==> src/hw/rtl/multiturn_joint_speed_control_unit_macros.svh <==
// Assertion macros shared by the joint speed control RTL.
`ifndef MULTITURN_JOINT_SPEED_CONTROL_UNIT_MACROS_SVH
`define MULTITURN_JOINT_SPEED_CONTROL_UNIT_MACROS_SVH

// Same-cycle implication, disabled while the synchronous reset is low.
`define MJSC_ASSERT_IMPL(label, clk, rst_n, ante, cons) \
    label: assert property (@(posedge clk) disable iff (!(rst_n)) (ante) |-> (cons)) \
        else $error("joint speed control: same-cycle check failed");

// Next-cycle implication, disabled while the synchronous reset is low.
`define MJSC_ASSERT_NEXT(label, clk, rst_n, ante, cons) \
    label: assert property (@(posedge clk) disable iff (!(rst_n)) (ante) |=> (cons)) \
        else $error("joint speed control: next-cycle check failed");

`endif

==> src/hw/rtl/mjsc_pkg.sv <==
// Package with types, widths, codes and constants of the joint speed control block.
package mjsc_pkg;

    localparam int JOINTS         = 3;
    localparam int COUNTS_PER_REV = 4095;

    localparam int JOINT_W   = 2;
    localparam int READ_W    = 12;
    localparam int TGT_W     = 28;
    localparam int POS_W     = 28;
    localparam int SPD_W     = 16;
    localparam int MAXS_W    = 15;
    localparam int REV_W     = 16;
    localparam int ERR_W     = POS_W + 1;
    localparam int CFG_IDX_W = 2;
    localparam int CFG_W     = 15;

    localparam int JIDX_W = (JOINTS > 1) ? $clog2(JOINTS) : 1;

    // Bits of an error magnitude below one revolution, and bits that hold the count itself.
    localparam int CPR_W  = $clog2(COUNTS_PER_REV);
    localparam int CPR1_W = $clog2(COUNTS_PER_REV + 1);

    // Full-precision width of revolutions times counts plus reading.
    localparam int POS_FW = (18 + CPR1_W > ERR_W) ? 18 + CPR1_W : ERR_W;

    localparam logic signed [POS_FW-1:0] CPR_POS = POS_FW'(COUNTS_PER_REV);
    localparam logic signed [POS_FW-1:0] POS_MAX_F = POS_FW'((2 ** (POS_W - 1)) - 1);
    localparam logic signed [POS_FW-1:0] POS_MIN_F = POS_FW'(-(2 ** (POS_W - 1)));

    // Division by the revolution count is a multiplication by a rounded-up reciprocal.
    localparam int PROD_W      = CPR_W + MAXS_W;
    localparam int RECIP_W     = PROD_W + 1;
    localparam int RECIP_SHIFT = PROD_W + CPR_W;
    localparam logic [63:0] RECIP_FULL =
        ((64'd1 << RECIP_SHIFT) + 64'(COUNTS_PER_REV) - 64'd1) / 64'(COUNTS_PER_REV);
    localparam logic [RECIP_W-1:0] RECIP = RECIP_W'(RECIP_FULL);

    // Request codes.
    localparam logic REQ_TARGET = 1'b0;
    localparam logic REQ_SAMPLE = 1'b1;

    // Configuration register indexes.
    localparam logic [CFG_IDX_W-1:0] CFG_WRAP_THRESHOLD = 2'd0;
    localparam logic [CFG_IDX_W-1:0] CFG_DEADBAND       = 2'd1;
    localparam logic [CFG_IDX_W-1:0] CFG_SPEED_LIMIT    = 2'd2;

    localparam logic [READ_W-1:0] WRAP_THRESHOLD_RST = 12'd2000;
    localparam logic [READ_W-1:0] DEADBAND_RST       = 12'd11;
    localparam logic [MAXS_W-1:0] SPEED_LIMIT_RST    = 15'd30000;

    typedef struct packed {
        logic [READ_W-1:0] wrap_threshold;
        logic [READ_W-1:0] deadband;
        logic [MAXS_W-1:0] speed_limit;
    } t_cfg;

    typedef struct packed {
        logic                    req_type;
        logic [JOINT_W-1:0]      joint;
        logic [READ_W-1:0]       reading;
        logic signed [TGT_W-1:0] target;
    } t_req;

    typedef struct packed {
        logic [JOINT_W-1:0]      joint;
        logic signed [POS_W-1:0] position;
        logic signed [ERR_W-1:0] err;
    } t_err_item;

endpackage

==> src/hw/rtl/mjsc_req_if.sv <==
// Request channel interface: set-target and encoder sample items.
interface mjsc_req_if import mjsc_pkg::*; ();
    logic                    valid;
    logic                    ready;
    logic                    req_type;
    logic [JOINT_W-1:0]      joint;
    logic [READ_W-1:0]       reading;
    logic signed [TGT_W-1:0] target;

    modport source (output valid, output req_type, output joint, output reading,
                    output target, input ready);
    modport sink   (input valid, input req_type, input joint, input reading,
                    input target, output ready);
endinterface

==> src/hw/rtl/mjsc_res_if.sv <==
// Result channel interface: position and speed command per joint sample.
interface mjsc_res_if import mjsc_pkg::*; ();
    logic                    valid;
    logic                    ready;
    logic [JOINT_W-1:0]      joint_out;
    logic signed [POS_W-1:0] position;
    logic signed [SPD_W-1:0] speed_cmd;

    modport source (output valid, output joint_out, output position, output speed_cmd,
                    input ready);
    modport sink   (input valid, input joint_out, input position, input speed_cmd,
                    output ready);
endinterface

==> src/hw/rtl/mjsc_joint_state.sv <==
// Per-joint state, revolution unwrap, position and position error stage.
`include "multiturn_joint_speed_control_unit_macros.svh"

module mjsc_joint_state import mjsc_pkg::*; (
    input  logic      i_clk,
    input  logic      i_rst_n,
    input  t_cfg      i_cfg,
    input  logic      i_valid,
    input  t_req      i_item,
    output logic      o_ready,
    output logic      o_valid,
    output t_err_item o_item,
    input  logic      i_ready
);

    logic [READ_W-1:0]       r_prior  [JOINTS];
    logic                    r_primed [JOINTS];
    logic [REV_W-1:0]        r_rev    [JOINTS];
    logic signed [TGT_W-1:0] r_target [JOINTS];

    logic      r_valid;
    t_err_item r_item;

    logic                     take;
    logic                     j_ok;
    logic                     is_sample;
    logic                     produce;
    logic [JIDX_W-1:0]        idx;
    logic signed [READ_W:0]   diff;
    logic [READ_W:0]          adiff;
    logic                     wrap;
    logic [REV_W-1:0]         n_rev;
    logic signed [POS_FW-1:0] pos_full;
    logic signed [POS_W-1:0]  pos;
    logic signed [ERR_W-1:0]  err;

    assign o_ready   = !r_valid || i_ready;
    assign take      = i_valid && o_ready;
    assign idx       = JIDX_W'(i_item.joint);
    assign j_ok      = int'(i_item.joint) < JOINTS;
    assign is_sample = i_item.req_type == REQ_SAMPLE;
    assign produce   = j_ok && is_sample && r_primed[idx];

    always_comb begin
        diff  = $signed({1'b0, i_item.reading}) - $signed({1'b0, r_prior[idx]});
        adiff = diff[READ_W] ? (READ_W + 1)'(-diff) : (READ_W + 1)'(diff);
        wrap  = adiff > {1'b0, i_cfg.wrap_threshold};
        // A large backward jump means the reading passed zero going forward.
        if (!wrap) begin
            n_rev = r_rev[idx];
        end else if (diff[READ_W]) begin
            n_rev = r_rev[idx] + REV_W'(1);
        end else begin
            n_rev = r_rev[idx] - REV_W'(1);
        end
        pos_full = POS_FW'($signed(n_rev)) * CPR_POS
                 + $signed({{(POS_FW - READ_W){1'b0}}, i_item.reading});
        if (pos_full > POS_MAX_F) begin
            pos = POS_W'(POS_MAX_F);
        end else if (pos_full < POS_MIN_F) begin
            pos = POS_W'(POS_MIN_F);
        end else begin
            pos = POS_W'(pos_full);
        end
        err = ERR_W'(r_target[idx]) - ERR_W'(pos);
    end

    always_ff @(posedge i_clk) begin
        if (!i_rst_n) begin
            for (int i = 0; i < JOINTS; i++) begin
                r_prior[i]  <= '0;
                r_primed[i] <= 1'b0;
                r_rev[i]    <= '0;
                r_target[i] <= '0;
            end
        end else if (take && j_ok) begin
            if (!is_sample) begin
                r_target[idx] <= i_item.target;
            end else begin
                r_primed[idx] <= 1'b1;
                r_prior[idx]  <= i_item.reading;
                if (r_primed[idx]) begin
                    r_rev[idx] <= n_rev;
                end
            end
        end
    end

    always_ff @(posedge i_clk) begin
        if (!i_rst_n) begin
            r_valid <= 1'b0;
        end else if (o_ready) begin
            r_valid <= i_valid && produce;
        end
    end

    always_ff @(posedge i_clk) begin
        if (take && produce) begin
            r_item.joint    <= i_item.joint;
            r_item.position <= pos;
            r_item.err      <= err;
        end
    end

    assign o_valid = r_valid;
    assign o_item  = r_item;

    `MJSC_ASSERT_NEXT(a_target_no_result, i_clk, i_rst_n, take && !is_sample, !r_valid)
    `MJSC_ASSERT_NEXT(a_primes_joint, i_clk, i_rst_n, take && j_ok && is_sample, r_primed[$past(idx)])

endmodule

==> src/hw/rtl/mjsc_speed_calc.sv <==
// Speed command stages: deadband and saturation choice, gain product, reciprocal divide.
`include "multiturn_joint_speed_control_unit_macros.svh"

module mjsc_speed_calc import mjsc_pkg::*; (
    input  logic      i_clk,
    input  logic      i_rst_n,
    input  t_cfg      i_cfg,
    input  logic      i_valid,
    input  t_err_item i_item,
    output logic      o_ready,
    mjsc_res_if.source o_res
);

    typedef enum logic [1:0] {
        SPD_ZERO,
        SPD_PROP,
        SPD_SAT
    } t_spd_mode;

    typedef struct packed {
        logic [JOINT_W-1:0]      joint;
        logic signed [POS_W-1:0] position;
        logic                    neg;
        t_spd_mode               mode;
        logic [PROD_W-1:0]       prod;
    } t_gain_item;

    logic       r3_valid;
    t_gain_item r3;

    logic                    r_o_valid;
    logic [JOINT_W-1:0]      r_o_joint;
    logic signed [POS_W-1:0] r_o_pos;
    logic signed [SPD_W-1:0] r_o_spd;

    logic                         rdy_o;
    logic [ERR_W-1:0]             aerr;
    t_spd_mode                    mode;
    logic [PROD_W-1:0]            prod;
    logic [PROD_W+RECIP_W-1:0]    qprod;
    logic [MAXS_W-1:0]            quot;
    logic [MAXS_W-1:0]            mag;
    logic signed [SPD_W-1:0]      spd;
    logic signed [SPD_W-1:0]      spd_lim;
    logic                         spd_in_range;

    assign rdy_o   = !r_o_valid || o_res.ready;
    assign o_ready = !r3_valid || rdy_o;

    always_comb begin
        aerr = i_item.err[ERR_W-1] ? ERR_W'(-i_item.err) : ERR_W'(i_item.err);
        priority if (aerr <= ERR_W'(i_cfg.deadband)) begin
            mode = SPD_ZERO;
        end else if (aerr >= ERR_W'(COUNTS_PER_REV)) begin
            mode = SPD_SAT;
        end else begin
            mode = SPD_PROP;
        end
        prod = PROD_W'(aerr[CPR_W-1:0]) * PROD_W'(i_cfg.speed_limit);
    end

    always_ff @(posedge i_clk) begin
        if (!i_rst_n) begin
            r3_valid <= 1'b0;
        end else if (o_ready) begin
            r3_valid <= i_valid;
        end
    end

    always_ff @(posedge i_clk) begin
        if (i_valid && o_ready) begin
            r3.joint    <= i_item.joint;
            r3.position <= i_item.position;
            r3.neg      <= i_item.err[ERR_W-1];
            r3.mode     <= mode;
            r3.prod     <= prod;
        end
    end

    always_comb begin
        qprod = (PROD_W + RECIP_W)'(r3.prod) * (PROD_W + RECIP_W)'(RECIP);
        quot  = qprod[RECIP_SHIFT +: MAXS_W];
        unique case (r3.mode)
            SPD_ZERO: mag = '0;
            SPD_PROP: mag = quot;
            SPD_SAT:  mag = i_cfg.speed_limit;
            default:  mag = '0;
        endcase
        spd = r3.neg ? -$signed({1'b0, mag}) : $signed({1'b0, mag});
    end

    always_ff @(posedge i_clk) begin
        if (!i_rst_n) begin
            r_o_valid <= 1'b0;
        end else if (rdy_o) begin
            r_o_valid <= r3_valid;
        end
    end

    always_ff @(posedge i_clk) begin
        if (r3_valid && rdy_o) begin
            r_o_joint <= r3.joint;
            r_o_pos   <= r3.position;
            r_o_spd   <= spd;
        end
    end

    assign o_res.valid     = r_o_valid;
    assign o_res.joint_out = r_o_joint;
    assign o_res.position  = r_o_pos;
    assign o_res.speed_cmd = r_o_spd;

    assign spd_lim      = $signed({1'b0, i_cfg.speed_limit});
    assign spd_in_range = (r_o_spd <= spd_lim) && (r_o_spd >= -spd_lim);

    `MJSC_ASSERT_IMPL(a_speed_bound, i_clk, i_rst_n, r_o_valid, spd_in_range)
    `MJSC_ASSERT_NEXT(a_deadband_zero, i_clk, i_rst_n, r3_valid && rdy_o && (r3.mode == SPD_ZERO), r_o_spd == '0)

endmodule

==> src/hw/rtl/multiturn_joint_speed_control_unit.sv <==
// Top level of the multi-turn joint speed control block for three servo joints.
// A sample item passes the input, state, gain and output registers to give its result.
// Throughput: one item per cycle unless the output stalls; joint state is read and written
// back in the same cycle. Items that give no result (set-target, first sample of a joint,
// bad joint) leave the pipeline after the state stage. Reset is synchronous and active
// low: it empties the pipeline, clears all joint state at once and loads register defaults.
module multiturn_joint_speed_control_unit import mjsc_pkg::*; (
    input  logic                 i_clk,
    input  logic                 i_rst_n,
    input  logic                 i_cfg_we,
    input  logic [CFG_IDX_W-1:0] i_cfg_index,
    input  logic [CFG_W-1:0]     i_cfg_data,
    mjsc_req_if.sink             i_req,
    mjsc_res_if.source           o_res
);

    // Configuration registers; writes to an index past the list are dropped.
    t_cfg r_cfg;

    always_ff @(posedge i_clk) begin
        if (!i_rst_n) begin
            r_cfg.wrap_threshold <= WRAP_THRESHOLD_RST;
            r_cfg.deadband       <= DEADBAND_RST;
            r_cfg.speed_limit    <= SPEED_LIMIT_RST;
        end else if (i_cfg_we) begin
            unique case (i_cfg_index)
                CFG_WRAP_THRESHOLD: r_cfg.wrap_threshold <= i_cfg_data[READ_W-1:0];
                CFG_DEADBAND:       r_cfg.deadband       <= i_cfg_data[READ_W-1:0];
                CFG_SPEED_LIMIT:    r_cfg.speed_limit    <= i_cfg_data[MAXS_W-1:0];
                default: begin
                end
            endcase
        end
    end

    // Input register. It takes a new transfer whenever it is empty or its item moves on,
    // so a result waiting at the output stalls input only once every stage is full.
    logic r1_valid;
    t_req r1;
    logic st_ready;

    assign i_req.ready = !r1_valid || st_ready;

    always_ff @(posedge i_clk) begin
        if (!i_rst_n) begin
            r1_valid <= 1'b0;
        end else if (i_req.ready) begin
            r1_valid <= i_req.valid;
        end
    end

    always_ff @(posedge i_clk) begin
        if (i_req.valid && i_req.ready) begin
            r1.req_type <= i_req.req_type;
            r1.joint    <= i_req.joint;
            r1.reading  <= i_req.reading;
            r1.target   <= i_req.target;
        end
    end

    // The state stage unwraps the reading and forms position and error; the speed stages
    // pick deadband, proportional or saturated speed and hold the output register.
    logic      s2_valid;
    t_err_item s2;
    logic      sp_ready;

    mjsc_joint_state u_state (
        .i_clk   (i_clk),
        .i_rst_n (i_rst_n),
        .i_cfg   (r_cfg),
        .i_valid (r1_valid),
        .i_item  (r1),
        .o_ready (st_ready),
        .o_valid (s2_valid),
        .o_item  (s2),
        .i_ready (sp_ready)
    );

    mjsc_speed_calc u_speed (
        .i_clk   (i_clk),
        .i_rst_n (i_rst_n),
        .i_cfg   (r_cfg),
        .i_valid (s2_valid),
        .i_item  (s2),
        .o_ready (sp_ready),
        .o_res   (o_res)
    );

endmodule

==> src/flat_wrapper.sv <==
// flat-port wrapper written by rule: the top's interface ports become plain ports
module multiturn_joint_speed_control_unit_flat import mjsc_pkg::*;
  (i_clk, i_rst_n, i_cfg_we, i_cfg_index, i_cfg_data, i_req_valid, i_req_req_type, i_req_joint, i_req_reading, i_req_target, i_req_ready, o_res_valid, o_res_joint_out, o_res_position, o_res_speed_cmd, o_res_ready);
  mjsc_req_if i_req_i ();
  mjsc_res_if o_res_i ();
  input  logic i_clk;
  input  logic i_rst_n;
  input  logic i_cfg_we;
  input  logic [CFG_IDX_W-1:0] i_cfg_index;
  input  logic [CFG_W-1:0] i_cfg_data;
  input wire logic [$bits(i_req_i.valid)-1:0] i_req_valid;
  input wire logic [$bits(i_req_i.req_type)-1:0] i_req_req_type;
  input wire logic [$bits(i_req_i.joint)-1:0] i_req_joint;
  input wire logic [$bits(i_req_i.reading)-1:0] i_req_reading;
  input wire logic [$bits(i_req_i.target)-1:0] i_req_target;
  output wire logic [$bits(i_req_i.ready)-1:0] i_req_ready;
  output wire logic [$bits(o_res_i.valid)-1:0] o_res_valid;
  output wire logic [$bits(o_res_i.joint_out)-1:0] o_res_joint_out;
  output wire logic [$bits(o_res_i.position)-1:0] o_res_position;
  output wire logic [$bits(o_res_i.speed_cmd)-1:0] o_res_speed_cmd;
  input wire logic [$bits(o_res_i.ready)-1:0] o_res_ready;
  assign i_req_i.valid = i_req_valid;
  assign i_req_i.req_type = i_req_req_type;
  assign i_req_i.joint = i_req_joint;
  assign i_req_i.reading = i_req_reading;
  assign i_req_i.target = i_req_target;
  assign i_req_ready = i_req_i.ready;
  assign o_res_valid = o_res_i.valid;
  assign o_res_joint_out = o_res_i.joint_out;
  assign o_res_position = o_res_i.position;
  assign o_res_speed_cmd = o_res_i.speed_cmd;
  assign o_res_i.ready = o_res_ready;
  multiturn_joint_speed_control_unit u_core (.i_clk(i_clk), .i_rst_n(i_rst_n), .i_cfg_we(i_cfg_we), .i_cfg_index(i_cfg_index), .i_cfg_data(i_cfg_data), .i_req(i_req_i), .o_res(o_res_i));
endmodule
==> config.mk <==
export PLATFORM = sky130hd
export DESIGN_NAME = multiturn_joint_speed_control_unit_flat
export DESIGN_NICKNAME = d
export VERILOG_FILES = /design/src/hw/rtl/mjsc_pkg.sv /design/src/hw/rtl/mjsc_req_if.sv /design/src/hw/rtl/mjsc_res_if.sv /design/src/hw/rtl/mjsc_joint_state.sv /design/src/hw/rtl/mjsc_speed_calc.sv /design/src/hw/rtl/multiturn_joint_speed_control_unit.sv /design/src/flat_wrapper.sv
export VERILOG_INCLUDE_DIRS = /design/src /design/src/hw/rtl
export SDC_FILE = /design/constraint.sdc
export NUM_CORES = 2
export LEC_CHECK = 0
export BUFFER_PORTS_ARGS = -buffer_cell sky130_fd_sc_hd__buf_2
export CORE_MARGIN = 4
export CORE_UTILIZATION = 37
export CTS_BUF_LIST = sky130_fd_sc_hd__clkbuf_8 sky130_fd_sc_hd__clkbuf_16
export DETAILED_ROUTE_END_ITERATION = 10
export SETUP_SLACK_MARGIN = 0.05
export SLEW_MARGIN = 10
export SYNTH_ARGS = -nofsm -noshare
export SYNTH_HDL_FRONTEND = slang
export SYNTH_SLANG_ARGS = --single-unit
==> constraint.sdc <==
create_clock -name i_clk -period 35.8 [get_ports i_clk]
set_input_delay 3.58 -clock i_clk [delete_from_list [all_inputs] [get_ports i_clk]]
set_output_delay 3.58 -clock i_clk [all_outputs]
set_load 0.01 [all_outputs]
[Yosys cells after proc, flatten, opt, wreduce, memory -nomap -nowiden]
Memories as Yosys holds them, arrays and structs flattened. A register that Yosys moved wholly into a read port is not among the register bits.
Index checks and enable logic that the tools add are counted.
W data, S select, Z words.
Storage, ports and cells
  bits in registers: 251
  RAM bits: 171
  input port bits: 65
  logic and storage cells: 112
  memories: 4
Memory list
  u_core.u_state.r_target: depth 3, width 28, read ports 1, clocked after memory_dff 1, wr ports 3, RTL line mjsc_joint_state.sv:19  | logic signed [TGT_W-1:0] r_target [JOINTS];
  u_core.u_state.r_rev: depth 3, width 16, read ports 1, clocked after memory_dff 1, wr ports 3, RTL line mjsc_joint_state.sv:18  | logic [REV_W-1:0] r_rev [JOINTS];
  u_core.u_state.r_prior: depth 3, width 12, read ports 1, clocked after memory_dff 1, wr ports 3, RTL line mjsc_joint_state.sv:16  | logic [READ_W-1:0] r_prior [JOINTS];
  u_core.u_state.r_primed: depth 3, width 1, read ports 1, clocked after memory_dff 1, wr ports 3, RTL line mjsc_joint_state.sv:17  | logic r_primed [JOINTS];
Cells by class
  add/subtract/negate cells: 8
  multiply operators: 3
  magnitude comparators: 6
  eq/ne operators: 4
  multiplexer cells: 39
  reductions and logical operators: 25
Operators by type and width (count)
  $mux W28: 3
  $mul A27 B28 Y54 const B: 1
  $mux W16: 3
  $add A29 B13 Y30: 1
  $gt A30 B28 Y1 const B: 1
  $lt A30 B28 Y1 const B: 1
  $pmux W15 S2: 1
  $ge A29 B12 Y1 const B: 1
  $le A29 B12 Y1: 1
  $mul A16 B13 Y29 const B: 1
  $mux W29: 1
  $neg A29 Y29: 1
  $sub A28 B28 Y29: 1
  $reduce_or A28 Y1: 1
  $mul A12 B15 Y27: 1
  $mux W1: 19
  $mux W2: 9
  $add A16 B1 Y16 const B: 1
  $neg A15 Y16: 1
  $reduce_or A16 Y1: 1
  $sub A16 B1 Y16 const B: 1
  $mux W15: 1
  $gt A13 B12 Y1: 1
  $mux W13: 1
  13 further kinds: 31

[Logic depth before layout (Yosys ltp)]
  depth in word-level cells: 11
  mapped depth: 74

[Cells and area by module]
Synthesis repeated with hierarchy kept, for this count alone.
Unflattened totals
  cells, all modules: 3488
  area, all modules: 38325.5 um^2
By module, submodules not included
  mjsc_joint_state: times used 1, cells an instance 1748, area each 20781.2 um^2, sequential area each 8598.2 um^2
  mjsc_speed_calc: times used 1, cells an instance 1532, area each 14604.0 um^2, sequential area each 3223.1 um^2
  multiturn_joint_speed_control_unit: times used 1, cells an instance 208, area each 2940.3 um^2, sequential area each 2092.0 um^2

[Worst setup path before layout]
No wires, ideal clock.
  path kind: register -> register
  from: register (tool-made name)
  to: register u_core.u_state.r_item, in the netlist u_core.u_state.o_item[22] (data pin)
  setup time: 0.261 ns
  arrival time: 16.847 ns
  required time: 35.539 ns
  setup slack: 18.692 ns
  cell stages (with the launch flop): 74
  buffers on the path: 12
  period minus slack after synthesis: 17.108 ns
  cell sequence: dfxtp_1 > clkbuf_1 > buf_2 > buf_1 > clkbuf_1 > buf_1 > clkbuf_1 > mux4_2 > ha_1 > inv_1 > fa_1 > a211oi_2 > o21ai_1 > and2_0 > a311o_1 > inv_1 > clkbuf_1 > o21ai_0 > [38 not listed] > ha_1 > fa_1 > nor2b_1 > o21ai_0 > nand2b_1 > a21oi_1 > nor2b_1 > nor3_1 > inv_1 > a211oi_1 > a21oi_1 > a2bb2oi_1 > a41o_1 > o211a_1 > nand4b_1 > and2_1 > o221a_1 > a311o_1
RTL lines
  end: declaration: RTL line mjsc_joint_state.sv:22  | t_err_item r_item;

==> impl_metrics.prom <==
# TYPE chip_impl_metric gauge
chip_impl_info{name="synth_top_family_by_area",value="adder cells"} 1
chip_impl_metric{name="pin_count_of_the_biggest_net_entering_global_routing",unit=""} 61
chip_impl_metric{name="synthSimpleGateAreaFrac",unit=""} 0.118
chip_impl_metric{name="antenna_found_initial",unit=""} 2
chip_impl_info{name="worstSetupStartpointType",value="flip-flop"} 1
chip_impl_info{name="final_common_cell",value="sky130_fd_sc_hd__inv_1"} 1
chip_impl_metric{name="worstPathMaxFanout",unit=""} 34
chip_impl_metric{name="critical-path-max-stage-delay",unit="ns"} 0.82
chip_impl_info{name="min-delay-path-class",value="reg2reg"} 1
chip_impl_metric{name="critical_path.n_buffers_inverters",unit=""} 10
chip_impl_info{name="cts_root_buf",value="sky130_fd_sc_hd__clkbuf_16"} 1
chip_impl_metric{name="compound_gate_fraction_of_synth_area",unit=""} 0.0941
chip_impl_metric{name="area_share_of_xor_xnor_cells_in_the_synthesized_design",unit=""} 0.0354
chip_impl_metric{name="antenna_nets_post_route",unit=""} 0
chip_impl_metric{name="die_height",unit="um"} 324
chip_impl_metric{name="detail_route.vias_per_cell",unit=""} 5.13
chip_impl_metric{name="max_slew.worst_pin.slew",unit="ns"} 1.06
chip_impl_metric{name="dpl.hpwl",unit="um"} 70000
chip_impl_metric{name="yosys_warnings",unit=""} 0
chip_impl_info{name="family_with_the_most_delay_on_the_worst_path",value="compound AO/OA/AOI/OAI gates"} 1
chip_impl_metric{name="track_usage",unit=""} 0.177
chip_impl_metric{name="globalplace.congestion",unit=""} 0.902
chip_impl_metric{name="first_global_vias",unit=""} 25700
chip_impl_metric{name="post_synth.cell_area_avg",unit="um^2"} 11.1
chip_impl_metric{name="start_util",unit=""} 0.375
chip_impl_metric{name="synth.mux.area_fraction",unit=""} 0.0379
chip_impl_metric{name="post-route-period-util",unit=""} 0.497
chip_impl_metric{name="port_buffers",unit=""} 112
chip_impl_info{name="tritoncts",value="yes"} 1
chip_impl_info{name="setup_repair_after_global_routing_missed_its_margin",value="false"} 1
chip_impl_metric{name="core",unit="um^2"} 98900
chip_impl_metric{name="max_slew_margin",unit=""} 0.297
chip_impl_info{name="critical_path_start_end_classification",value="reg2reg"} 1
chip_impl_metric{name="drt-initial-drc-count",unit=""} 1531
chip_impl_metric{name="cts.repair.resized",unit=""} 0
chip_impl_info{name="synth_ff_type",value="sky130_fd_sc_hd__edfxtp_1"} 1
chip_impl_metric{name="nets",unit=""} 4225
chip_impl_metric{name="fill_count",unit=""} 9410
chip_impl_metric{name="worst-endpoint-arrival",unit="ns"} 18.15
chip_impl_metric{name="hold_slack",unit="ns"} 0.353
chip_impl_metric{name="die_area",unit="um^2"} 105000
chip_impl_metric{name="holdBufCountCts",unit=""} 0
chip_impl_metric{name="postSynth.asyncResetShare",unit=""} 0
chip_impl_metric{name="final_layout_size_suffix_gt1_frac",unit=""} 0.0958
chip_impl_metric{name="ys_types",unit=""} 97
chip_impl_metric{name="finalMaxSlewViolations",unit=""} 0
chip_impl_metric{name="post_drt_wl_per_cell",unit="um"} 19.1
chip_impl_metric{name="setup_viol_count_final",unit=""} 0
chip_impl_info{name="worstSetupEndpoint",value="u_core.u_state.o_item[22]$_DFFE_PP_"} 1
chip_impl_info{name="rr_endpoint",value="u_core.u_state.o_item[22]$_DFFE_PP_"} 1
chip_impl_metric{name="num_vias",unit=""} 24800
chip_impl_metric{name="design.portCount",unit=""} 113
chip_impl_metric{name="yosys.area_share.adder",unit=""} 0.280
chip_impl_metric{name="tns",unit="ns"} 0
chip_impl_info{name="critical_path.endpoint_type",value="flip-flop"} 1
chip_impl_metric{name="postSynthCellCount",unit=""} 3349
chip_impl_metric{name="synth.yosys.seq_area_share",unit=""} 0.376
chip_impl_metric{name="synth-edff-count",unit=""} 432
chip_impl_metric{name="clock_sink_count",unit=""} 481
chip_impl_metric{name="detail_route.first_pass.iterations",unit=""} 6
chip_impl_metric{name="clk_latency_worst_skew_pair",unit="ns"} 0.70
chip_impl_info{name="layout.cells.most_common_list",value="470 x sky130_fd_sc_hd__inv_1, 432 x sky130_fd_sc_hd__edfxtp_1, 383 x sky130_fd_sc_hd__ha_1, 312 x sky130_fd_sc_hd__nand2_1, 277 x sky130_fd_sc_hd__fa_1"} 1
chip_impl_metric{name="detail_route.wirelength",unit="um"} 92400
chip_impl_metric{name="floorplan.die.width",unit="um"} 324
chip_impl_metric{name="max_freq",unit="GHz"} 0.0562
chip_impl_metric{name="max-clock-path-buffers",unit=""} 3
chip_impl_metric{name="worst-r2r-cell-count",unit=""} 61
chip_impl_metric{name="placement_rows",unit=""} 115
chip_impl_metric{name="timing_hold_violations_final",unit=""} 0
chip_impl_metric{name="globalRouteOverflowTotal",unit=""} 0
chip_impl_info{name="critical_path_top_delay_cell",value="sky130_fd_sc_hd__dfxtp_2"} 1
chip_impl_metric{name="grt_pass1_wl",unit="um"} 147000
chip_impl_metric{name="layout_skew",unit="ns"} 0.0875
chip_impl_metric{name="postSynthRegisterBits",unit=""} 481
chip_impl_metric{name="postCtsSetupRepairBufs",unit=""} 0
chip_impl_metric{name="post_synth_instance_area",unit="um^2"} 37100
chip_impl_metric{name="layout_min_cycle_time",unit="ns"} 17.78
chip_impl_metric{name="timing.max_cap.violations",unit=""} 0
chip_impl_metric{name="numCtsBuffers",unit=""} 57
chip_impl_info{name="result_of_the_run",value="finished, final reports clean"} 1
chip_impl_metric{name="timing.reg2reg.setup_slack",unit="ns"} 18.02
chip_impl_metric{name="htree_num_levels",unit=""} 2
chip_impl_metric{name="areaGrowthSynthToFinish",unit="%"} 11.5
chip_impl_metric{name="clkSlewWorstSetupHoldPaths",unit="ns"} 0.06
chip_impl_metric{name="remaining_drc_errors",unit=""} 0
chip_impl_metric{name="worstSetupPathDepth",unit=""} 61
chip_impl_metric{name="critical_path_required",unit="ns"} 36.16
[how the worst min path moves through the flow]
| stage | from | to | slack [ns] | cells past startpoint |
|---|---|---|---|---|
| after floorplan | u_core.u_state.r_primed[3]$_DFF_P_ | u_core.u_state.r_primed[3]$_DFF_P_ | 0.40 | 1 |
| after global placement | u_core.u_state.r_primed[3]$_DFF_P_ | u_core.u_state.r_primed[3]$_DFF_P_ | 0.34 | 0 |
| after detailed placement | u_core.u_state.r_primed[3]$_DFF_P_ | u_core.u_state.r_primed[3]$_DFF_P_ | 0.34 | 0 |
| after CTS | u_core.u_state.r_primed[3]$_DFF_P_ | u_core.u_state.r_primed[3]$_DFF_P_ | 0.35 | 0 |
| after global routing | u_core.u_state.r_primed[3]$_DFF_P_ | u_core.u_state.r_primed[3]$_DFF_P_ | 0.37 | 0 |
| final | u_core.u_state.r_primed[3]$_DFF_P_ | u_core.u_state.r_primed[3]$_DFF_P_ | 0.35 | 0 |
[per-stage QoR]
step                utilization  instance area [um^2]  std cells  worst slack [ns]
global route              0.418                 41300       4835             16.36
floorplan                     -                 37300       3404             18.69
CTS                       0.418                 41300       4835             18.03
detailed placement        0.398                 39300       4728             18.17
finish                    0.418                 41300       4836             18.02
global placement          0.398                 39300       4728             18.35
[synthesized netlist by cell type, types with 6 or more instances]
cell,instances,share of area
sky130_fd_sc_hd__a211oi_1,12,0.0024
sky130_fd_sc_hd__a21boi_0,38,0.0077
sky130_fd_sc_hd__a21o_1,54,0.011
sky130_fd_sc_hd__a21oi_1,128,0.017
sky130_fd_sc_hd__a221oi_1,7,0.0017
sky130_fd_sc_hd__a22oi_1,7,0.0014
sky130_fd_sc_hd__a31oi_1,12,0.0020
sky130_fd_sc_hd__and2_1,168,0.028
sky130_fd_sc_hd__and3_1,16,0.0027
sky130_fd_sc_hd__buf_1,6,0.00061
sky130_fd_sc_hd__clkbuf_1,95,0.0096
sky130_fd_sc_hd__dfxtp_1,49,0.026
sky130_fd_sc_hd__edfxtp_1,432,0.35
sky130_fd_sc_hd__fa_1,277,0.15
sky130_fd_sc_hd__ha_1,383,0.13
sky130_fd_sc_hd__inv_1,461,0.047
sky130_fd_sc_hd__mux2i_1,10,0.0027
sky130_fd_sc_hd__mux4_2,56,0.034
sky130_fd_sc_hd__nand2_1,312,0.032
sky130_fd_sc_hd__nand2b_1,28,0.0047
sky130_fd_sc_hd__nand3_1,37,0.0050
sky130_fd_sc_hd__nand3b_1,8,0.0016
sky130_fd_sc_hd__nand4_1,27,0.0046
sky130_fd_sc_hd__nor2_1,149,0.015
sky130_fd_sc_hd__nor2b_1,30,0.0051
sky130_fd_sc_hd__nor3_1,54,0.0073
sky130_fd_sc_hd__nor3b_1,6,0.0012
sky130_fd_sc_hd__nor4_1,20,0.0034
sky130_fd_sc_hd__o211ai_1,18,0.0036
sky130_fd_sc_hd__o21a_1,18,0.0036
sky130_fd_sc_hd__o21ai_0,107,0.014
sky130_fd_sc_hd__o21ai_1,12,0.0016
sky130_fd_sc_hd__o21bai_1,16,0.0032
sky130_fd_sc_hd__o22ai_1,6,0.0010
sky130_fd_sc_hd__o31a_1,6,0.0014
sky130_fd_sc_hd__o31ai_1,8,0.0016
sky130_fd_sc_hd__or2_2,9,0.0015
sky130_fd_sc_hd__or3_1,8,0.0014
sky130_fd_sc_hd__xnor2_1,107,0.025
sky130_fd_sc_hd__xor2_1,41,0.0097
[logic make-up (layout without fill, tap and decap cells)]
family / after synthesis / after routing
xor gates and xnor gates: 149 / 149
other: 1 / 57
buffers and inverters: 569 / 713
and+or+nand+nor: 891 / 891
muxes: 70 / 70
AOI/OAI and AO/OA: 523 / 523
adders and majority gates: 665 / 665
DFF: 481 / 481
[sequential cells by signal, summed over array words and instances, names as in the netlist, 2 cells and up, named ones only]
register	cells
u_core.u_state.r_primed	4
u_core.u_speed.o_res.speed_cmd	16
u_core.u_speed.o_res.joint_out	2
u_core.u_speed.r3	60
u_core.u_state.r_rev	64
u_core.r_cfg	39
u_core.u_state.r_target	112
u_core.r1	43
u_core.u_state.r_prior	48
u_core.u_state.o_item	59
u_core.u_speed.o_res.position	28
[worst reg2reg max path: cells and delay by family, from the launching register on]
kind	cells	cell delay (ns)
xor gates and xnor gates	3	0.94
DFF	1	0.82
buffers and inverters	10	2.01
adders and majority gates	12	4.85
and+or+nand+nor	14	2.53
AOI/OAI and AO/OA	20	5.40
muxes	2	0.94
[layout make-up]
class | count | area (um^2) | area share
multi-input cells | 2354 | 21200 | 0.513
flip-flops and latches | 481 | 14000 | 0.338
inverters | 462 | 1730 | 0.0420
well taps | 1287 | 1610 | 0.0390
clock buffers | 63 | 1530 | 0.0371
repair buffers | 144 | 801 | 0.0194
clock inverters | 44 | 459 | 0.0111
diodes | 1 | 2.50 | 0.0000606
[metal layers]
layer / routed length, um / global-route usage / part of all wire / up-vias
met5: 0 / 0 / 0 / -
met4: 2790 / 0.0527 / 0.030 / 0
met3: 4270 / 0.0266 / 0.046 / 116
met2: 44400 / 0.301 / 0.48 / 585
met1: 41000 / 0.235 / 0.44 / 12300
li1: - / - / - / 11800
Power is not shown: default switching activity piles up to over one toggle a cycle in this logic, so the estimate is an artifact.
